[config.mk]
export PLATFORM = sky130hd
export DESIGN_NAME = manchester_frame_decoder_top
export DESIGN_NICKNAME = d
export VERILOG_FILES = /design/src/mfd_pkg.sv /design/src/mfd_front.sv /design/src/mfd_queue.sv /design/src/mfd_back.sv /design/src/manchester_frame_decoder_top.sv
export SDC_FILE = /design/constraint.sdc
export NUM_CORES = 1
export LEC_CHECK = 0
export ABC_AREA = 1
export BUFFER_PORTS_ARGS = -buffer_cell sky130_fd_sc_hd__buf_4
export CORE_UTILIZATION = 35
export CTS_CLUSTER_SIZE = 10
export DETAILED_ROUTE_END_ITERATION = 10
export PLACE_DENSITY_LB_ADDON = 0.12
export SKIP_LAST_GASP = 1
export SYNTH_ARGS = -nofsm -noshare
export SYNTH_HDL_FRONTEND = slang
export SYNTH_SLANG_ARGS = --single-unit
[constraint.sdc]
create_clock -name clk -period 2.7 [get_ports clk]
set_clock_uncertainty 0.2 [all_clocks]
set_input_delay 0 -clock clk [delete_from_list [all_inputs] [get_ports clk]]
set_output_delay 0 -clock clk [all_outputs]
set_load 0.03 [all_outputs]
[src/mfd_pkg.sv]
// Package for the Manchester frame decoder.
// Holds field widths, sample constants and the queue entry type; no dependencies.
package mfd_pkg;

  localparam int BYTE_W       = 8;
  localparam int CNT_W        = 4;
  localparam int POS_W        = 8;
  localparam int WORD_W       = 37;
  localparam int PREFIX_W     = 4;
  localparam int ADDR_W       = 23;
  localparam int PRES_W       = 10;
  localparam int PREFIX_SHIFT = 33;
  localparam int ADDR_SHIFT   = 10;
  localparam int DATA_SAMPLES = 74;

  // One classified byte on its way from the front to the back.
  typedef struct packed {
    logic [BYTE_W-1:0] frame_byte;
    logic              clear;
    logic [CNT_W-1:0]  count;
    logic              last;
  } q_entry_t;

endpackage

[src/mfd_front.sv]
// Front of the Manchester frame decoder: accepts bytes, tracks the byte count.
// Depends on mfd_pkg.
module mfd_front #(
  parameter int FRAME_BYTES = 10
) (
  input  logic                        clk,
  input  logic                        rst_n,
  input  logic                        in_valid,
  input  logic                        q_full,
  input  logic [mfd_pkg::BYTE_W-1:0]  in_frame_byte,
  input  logic                        in_start_of_frame,
  output logic                        push,
  output mfd_pkg::q_entry_t           entry
);

  logic [mfd_pkg::CNT_W-1:0] cnt_r;
  logic [mfd_pkg::CNT_W-1:0] cnt_nxt;
  logic [mfd_pkg::CNT_W-1:0] cnt_eff;
  logic                      last;

  assign push    = in_valid && !q_full;
  // restart the count on a start flag
  assign cnt_eff = in_start_of_frame ? '0 : cnt_r;
  assign last    = cnt_eff >= mfd_pkg::CNT_W'(FRAME_BYTES - 1);
  assign cnt_nxt = last ? '0 : cnt_eff + 1'b1;

  assign entry.frame_byte = in_frame_byte;
  assign entry.clear      = in_start_of_frame;
  assign entry.count      = cnt_eff;
  assign entry.last       = last;

  always_ff @(posedge clk) begin
    if (!rst_n) begin
      cnt_r <= '0;
    end else if (push) begin
      cnt_r <= cnt_nxt;
    end
  end

  a_last_wraps: assert property (@(posedge clk) disable iff (!rst_n)
    push && last |=> cnt_r == '0)
    else $error("byte count did not wrap after last byte");

endmodule

[src/mfd_queue.sv]
// Short FIFO between front and back of the Manchester frame decoder.
// Depends on mfd_pkg.
module mfd_queue #(
  parameter int DEPTH = 2
) (
  input  logic              clk,
  input  logic              rst_n,
  input  logic              push,
  input  mfd_pkg::q_entry_t push_entry,
  input  logic              pop,
  output logic              full,
  output logic              q_valid,
  output mfd_pkg::q_entry_t q_entry
);

  localparam int PW = (DEPTH > 1) ? $clog2(DEPTH) : 1;
  localparam int CW = $clog2(DEPTH + 1);

  mfd_pkg::q_entry_t mem_r [DEPTH];
  logic [PW-1:0]     wr_ptr_r;
  logic [PW-1:0]     rd_ptr_r;
  logic [CW-1:0]     count_r;
  logic [PW-1:0]     wr_ptr_nxt;
  logic [PW-1:0]     rd_ptr_nxt;

  assign full    = count_r == CW'(DEPTH);
  assign q_valid = count_r != '0;
  assign q_entry = mem_r[rd_ptr_r];

  assign wr_ptr_nxt = (wr_ptr_r == PW'(DEPTH - 1)) ? '0 : wr_ptr_r + 1'b1;
  assign rd_ptr_nxt = (rd_ptr_r == PW'(DEPTH - 1)) ? '0 : rd_ptr_r + 1'b1;

  always_ff @(posedge clk) begin
    if (push) begin
      mem_r[wr_ptr_r] <= push_entry;
    end
  end

  always_ff @(posedge clk) begin
    if (!rst_n) begin
      wr_ptr_r <= '0;
      rd_ptr_r <= '0;
      count_r  <= '0;
    end else begin
      if (push) begin
        wr_ptr_r <= wr_ptr_nxt;
      end
      if (pop) begin
        rd_ptr_r <= rd_ptr_nxt;
      end
      if (push && !pop) begin
        count_r <= count_r + 1'b1;
      end else if (pop && !push) begin
        count_r <= count_r - 1'b1;
      end
    end
  end

  a_no_overflow: assert property (@(posedge clk) disable iff (!rst_n)
    count_r <= CW'(DEPTH))
    else $error("queue count beyond depth");

  a_no_underflow: assert property (@(posedge clk) disable iff (!rst_n)
    pop |-> count_r != '0)
    else $error("pop from empty queue");

endmodule

[src/mfd_back.sv]
// Back of the Manchester frame decoder: pairs samples, builds the word, emits results.
// Depends on mfd_pkg.
module mfd_back #(
  parameter int SKIP_SAMPLES = 1
) (
  input  logic                          clk,
  input  logic                          rst_n,
  input  logic                          q_valid,
  input  mfd_pkg::q_entry_t             q_entry,
  output logic                          pop,
  output logic                          out_valid,
  input  logic                          out_stall,
  output logic [mfd_pkg::PREFIX_W-1:0]  out_prefix_bits,
  output logic [mfd_pkg::ADDR_W-1:0]    out_sensor_address,
  output logic [mfd_pkg::PRES_W-1:0]    out_pressure_value,
  output logic                          out_code_error
);

  logic [mfd_pkg::WORD_W-1:0]   word_r;
  logic                         pend_r;
  logic                         err_r;
  logic [mfd_pkg::WORD_W-1:0]   word_nxt;
  logic                         pend_nxt;
  logic                         err_nxt;
  logic                         out_valid_r;
  logic [mfd_pkg::PREFIX_W-1:0] prefix_r;
  logic [mfd_pkg::ADDR_W-1:0]   addr_r;
  logic [mfd_pkg::PRES_W-1:0]   pres_r;
  logic                         code_err_r;
  logic                         can_take;

  // a byte that closes no frame never waits on the output register
  assign can_take = !q_entry.last || !out_valid_r || !out_stall;
  assign pop      = q_valid && can_take;

  always_comb begin
    logic [mfd_pkg::POS_W-1:0] pos;
    logic [mfd_pkg::POS_W-1:0] rel;
    logic                      smp;
    word_nxt = q_entry.clear ? '0 : word_r;
    pend_nxt = q_entry.clear ? 1'b0 : pend_r;
    err_nxt  = q_entry.clear ? 1'b0 : err_r;
    for (int b = 0; b < mfd_pkg::BYTE_W; b++) begin
      pos = {1'b0, q_entry.count, 3'(b)};
      rel = pos - mfd_pkg::POS_W'(SKIP_SAMPLES);
      smp = q_entry.frame_byte[3'(mfd_pkg::BYTE_W - 1 - b)];
      if (pos >= mfd_pkg::POS_W'(SKIP_SAMPLES) &&
          rel < mfd_pkg::POS_W'(mfd_pkg::DATA_SAMPLES)) begin
        if (!rel[0]) begin
          pend_nxt = smp;
        end else begin
          // 0-then-1 decodes to 1; 1-then-0 to 0; others flag an error
          if (pend_nxt == smp) begin
            err_nxt = 1'b1;
          end
          word_nxt = {word_nxt[mfd_pkg::WORD_W-2:0], !pend_nxt && smp};
        end
      end
    end
  end

  always_ff @(posedge clk) begin
    if (!rst_n) begin
      word_r      <= '0;
      pend_r      <= 1'b0;
      err_r       <= 1'b0;
      out_valid_r <= 1'b0;
    end else begin
      if (out_valid_r && !out_stall) begin
        out_valid_r <= 1'b0;
      end
      if (pop) begin
        if (q_entry.last) begin
          out_valid_r <= 1'b1;
          word_r      <= '0;
          pend_r      <= 1'b0;
          err_r       <= 1'b0;
        end else begin
          word_r <= word_nxt;
          pend_r <= pend_nxt;
          err_r  <= err_nxt;
        end
      end
    end
  end

  always_ff @(posedge clk) begin
    if (pop && q_entry.last) begin
      prefix_r   <= word_nxt[mfd_pkg::PREFIX_SHIFT +: mfd_pkg::PREFIX_W];
      addr_r     <= word_nxt[mfd_pkg::ADDR_SHIFT +: mfd_pkg::ADDR_W];
      pres_r     <= word_nxt[mfd_pkg::PRES_W-1:0];
      code_err_r <= err_nxt;
    end
  end

  assign out_valid          = out_valid_r;
  assign out_prefix_bits    = prefix_r;
  assign out_sensor_address = addr_r;
  assign out_pressure_value = pres_r;
  assign out_code_error     = code_err_r;

  a_clear_after_frame: assert property (@(posedge clk) disable iff (!rst_n)
    pop && q_entry.last |=> word_r == '0 && !pend_r && !err_r)
    else $error("decode state not cleared after frame");

  a_result_from_last: assert property (@(posedge clk) disable iff (!rst_n)
    $rose(out_valid_r) |-> $past(pop && q_entry.last))
    else $error("result raised without a closing byte");

endmodule

[src/manchester_frame_decoder_top.sv]
// Top level of the Manchester frame decoder.
// Instantiates mfd_front, mfd_queue and mfd_back; depends on mfd_pkg.
//
// Takes one received byte per cycle while in_stall is low (bit 7 is the earliest
// sample) and, on the last byte of each FRAME_BYTES-byte frame, emits one result:
// the 37 bits decoded from Manchester pairs after SKIP_SAMPLES skipped samples
// (1-then-0 is 0, 0-then-1 is 1), split into a 4-bit prefix, a 23-bit address and a
// 10-bit pressure, with a flag for any 00 or 11 pair. A start flag restarts a frame;
// after the last byte the next byte starts a new frame on its own. Throughput is one
// byte per cycle while no closing byte waits on a stalled result, set by the back
// stage that folds all eight samples of a byte in one step. With an empty queue a
// closing byte is first written into the two-entry queue when accepted, and the back
// stage then pops it and loads the result into the output register. A closing byte
// waits in the queue while the previous result is still stalled at the output; once
// the queue is full the input stalls.
module manchester_frame_decoder_top #(
  parameter int FRAME_BYTES  = 10,
  parameter int SKIP_SAMPLES = 1
) (
  input  logic                          clk,
  input  logic                          rst_n,
  input  logic                          in_valid,
  output logic                          in_stall,
  input  logic [mfd_pkg::BYTE_W-1:0]    in_frame_byte,
  input  logic                          in_start_of_frame,
  output logic                          out_valid,
  input  logic                          out_stall,
  output logic [mfd_pkg::PREFIX_W-1:0]  out_prefix_bits,
  output logic [mfd_pkg::ADDR_W-1:0]    out_sensor_address,
  output logic [mfd_pkg::PRES_W-1:0]    out_pressure_value,
  output logic                          out_code_error
);

  logic              q_full;
  logic              push;
  logic              pop;
  logic              q_valid;
  mfd_pkg::q_entry_t push_entry;
  mfd_pkg::q_entry_t q_entry;

  assign in_stall = q_full;

  mfd_front #(
    .FRAME_BYTES(FRAME_BYTES)
  ) u_front (
    .clk              (clk),
    .rst_n            (rst_n),
    .in_valid         (in_valid),
    .q_full           (q_full),
    .in_frame_byte    (in_frame_byte),
    .in_start_of_frame(in_start_of_frame),
    .push             (push),
    .entry            (push_entry)
  );

  mfd_queue #(
    .DEPTH(2)
  ) u_queue (
    .clk       (clk),
    .rst_n     (rst_n),
    .push      (push),
    .push_entry(push_entry),
    .pop       (pop),
    .full      (q_full),
    .q_valid   (q_valid),
    .q_entry   (q_entry)
  );

  mfd_back #(
    .SKIP_SAMPLES(SKIP_SAMPLES)
  ) u_back (
    .clk               (clk),
    .rst_n             (rst_n),
    .q_valid           (q_valid),
    .q_entry           (q_entry),
    .pop               (pop),
    .out_valid         (out_valid),
    .out_stall         (out_stall),
    .out_prefix_bits   (out_prefix_bits),
    .out_sensor_address(out_sensor_address),
    .out_pressure_value(out_pressure_value),
    .out_code_error    (out_code_error)
  );

endmodule
==> flow_summary.toml <==
[timing]
max_freq_mhz = 398
hold_viol_final = 0
tightest_slew_ns = 0.956
finalCritPeriodShare_pct = 93.1
setup-tns-final_ns = 0
max_slew_margin_pct = 36.3
fin_crit_ns = 2.51
setup_violations = 0
final_max_slew_viol_count = 0
rsz0062_at_grt = "false"

[worst_setup_path]
endpoint = "u_back.out_prefix_bits[3]$_DFFE_PP_"
path_cells = "buf_6, nand2_2, nand2_2, ha_1, inv_1, nor2_1, nand3_1, nand2_4, nand2_2, buf_12, nand2_1, nand3_1, nand3_1, and2_1"
path_max_fanout = 23
max_stage_delay_ns = 0.38
crit_path_end_kind = "flop"
slowest_stage = "dfxtp_1"
rrSetupSlack_ns = 0.19
crit_arrival_ns = 2.41
required_ns = 2.60
worstSetupPathType = "flop to flop"
r2r_cells = 14
timing.rr.end = "u_back.out_prefix_bits[3]$_DFFE_PP_"
start_kind = "flop"

[clocking]
clock_latency_ns = 0.35
clockBufferDepth = 2
htree_levels = 3
cts_root_buf = "clkbuf_16"
cts_made_buffers = 9
clk_pin_slew_worst_paths_ns = 0.07
clock-sinks = 107
cts_tree = "done"

[die]
dieHeight_um = 130
num_io_pins = 53
fp.coreArea_um2 = 15900
rows = 46
dieArea_um2 = 16800
die_w_um = 130
start_util_pct = 35.9

[detailed_routing]
drtPass1Iterations = 5
drt-vias-per-instance = 5.09
num_vias = 4804
routedWlPerCell_um = 14.0
ant_nets = 0
drt_iter0_markers = 309
wl_mm = 13.2
route.detailed.drc = 0

[yosys]
syn-num-nets = 701
synth_seq_area_share_pct = 47.8
synth_warnings = 0
ys_seq_elements = 107
netlist_instances = 681
syn_avg_cell_area_um2 = 8.37
synth.distinct_cells = 29
syn_area_um2 = 5700

[placed_design]
place_area_um2 = 6300
post-dp-hpwl_mm = 8.21
portBuffers = 48
place_inst = 918
gp_congestion = 0.766

[final_layout]
layoutNonFillerInstCount = 944
finish.instance_area_um2 = 6710
area_growth_syn_to_layout_pct = 17.7
antenna_cells = 0
final_nets = 743
nFillCells = 1629
drive_gt1_share_pct = 18.7

[global_routing]
overflow = 0
antenna_found_initial = 0
grt_pass1_wl_mm = 22.3
grt_max_degree = 46
grt_pass1_vias = 4675
track_usage_pct = 17.0

[run]
drv_cap = 0

[worst_hold_path]
hp-class = "input port to flop"

[run_status]
status = "complete, no violations"
-- per-stage QoR --
step                      worst slack (ns)  utilization [%]  hold WS, ns
after floorplan                      0.401                -       -0.101
after global placement               0.107             39.6      -0.0119
after detailed placement            0.0802             39.6      -0.0116
after CTS                           0.0650             42.1        0.154
after global routing               0.00704             42.2        0.168
final                                0.187             42.2        0.166
-- worst min path at each step --
stage,start,endpoint,slack (ns),depth (start not counted)
final,in_frame_byte[1],u_queue.mem_r[1][7]$_DFFE_PP_,0.17,2
after global routing,in_frame_byte[1],u_queue.mem_r[1][7]$_DFFE_PP_,0.17,2
after CTS,in_frame_byte[1],u_queue.mem_r[1][7]$_DFFE_PP_,0.15,2
after detailed placement,in_frame_byte[3],u_queue.mem_r[1][9]$_DFFE_PP_,-0.01,1
after global placement,in_frame_byte[2],u_queue.mem_r[0][8]$_DFFE_PP_,-0.01,1
after floorplan,in_start_of_frame,u_queue.mem_r[0][5]$_DFFE_PP_,-0.10,0
-- critical path: cells and delay by family (launching register included) --
kind | cells | cell delay, ns
simple gates | 10 | 1.04
buf+inv | 3 | 0.39
flops | 1 | 0.38
fa+ha+maj | 1 | 0.24
-- cells in the mapped netlist, drive strengths merged --
library cell    n  area share, %
or2             1           0.11
buf            28            3.1
nand3b          1           0.13
a22oi           1           0.22
o31ai           3           0.40
dfxtp          49             17
ha              7            1.5
and2           35            3.8
nor3            1          0.088
clkbuf         14           0.92
o21ai           6           0.53
o211ai          1           0.13
a21oi          50            4.6
inv            30            2.0
nor2           15           0.99
nand3         217             21
xor2            2           0.31
nand2         162             12
edfxtp         58             31
-- repair_timing --
action                     CTS  global route
setup endpoints to repair    0            69
hold endpoints to repair    26             0
setup buffers                0             2
gates resized for setup      0             1
hold buffers                 8             0
-- layout make-up --
class	count	area (µm²)	share of cell area [%]
clock inverters	7	91.3	1.36
inverters	30	113	1.68
well taps	216	270	4.03
flip-flops and latches	107	2720	40.6
repair buffers	73	647	9.64
multi-input cells	502	2640	39.4
clock buffers	9	225	3.36
-- logic make-up after synthesis --
logic type | synth area share (%)
fa+ha+maj | 1.54
xor+xnor | 0.307
buf+inv | 5.97
compound gates | 5.86
simple gates | 38.6
flops | 47.8
-- registers in the layout, summed over array words and instances (netlist names), named ones only --
| signal | cells |
|---|---|
| u_back.out_code_error | 1 |
| u_back.err_r | 1 |
| u_queue.rd_ptr_r | 1 |
| u_back.out_valid | 1 |
| u_queue.count_r | 2 |
| u_front.cnt_r | 4 |
| u_back.out_pressure_value | 10 |
| u_queue.wr_ptr_r | 1 |
| u_back.pend_r | 1 |
| u_queue.mem_r | 20 |
| u_back.word_r | 37 |
| u_back.out_prefix_bits | 4 |
| u_back.out_sensor_address | 23 |
-- cell usage in the layout (no fill, tap or decap) --
cell,count
nand3_1,195
xor2_1,2
a21oi_2,3
nor2_2,2
buf_4,58
bufinv_16,2
clkinvlp_4,1
nand3_2,22
inv_2,4
a22oi_2,1
dlygate4sd3_1,8
nor2_1,13
clkinv_2,3
buf_6,1
and2_1,35
nand3b_1,1
or2_2,1
dfxtp_1,49
nor3_1,1
o21ai_1,1
edfxtp_1,58
inv_6,1
inv_1,26
nand2_4,9
o211ai_1,1
buf_12,6
o21ai_0,5
ha_1,7
clkbuf_16,9
nand2_2,13
a21oi_1,47
o31ai_1,3
nand2_1,140
-- per-layer routing --
layer	track usage (%)	part of all wire, %
met5	0	0
met4	7.66	1.6
met3	3.01	4.0
met2	29.3	49
met1	20.7	46
Power is not shown: default switching activity piles up to over one toggle a cycle in this logic, so the estimate is an artifact.
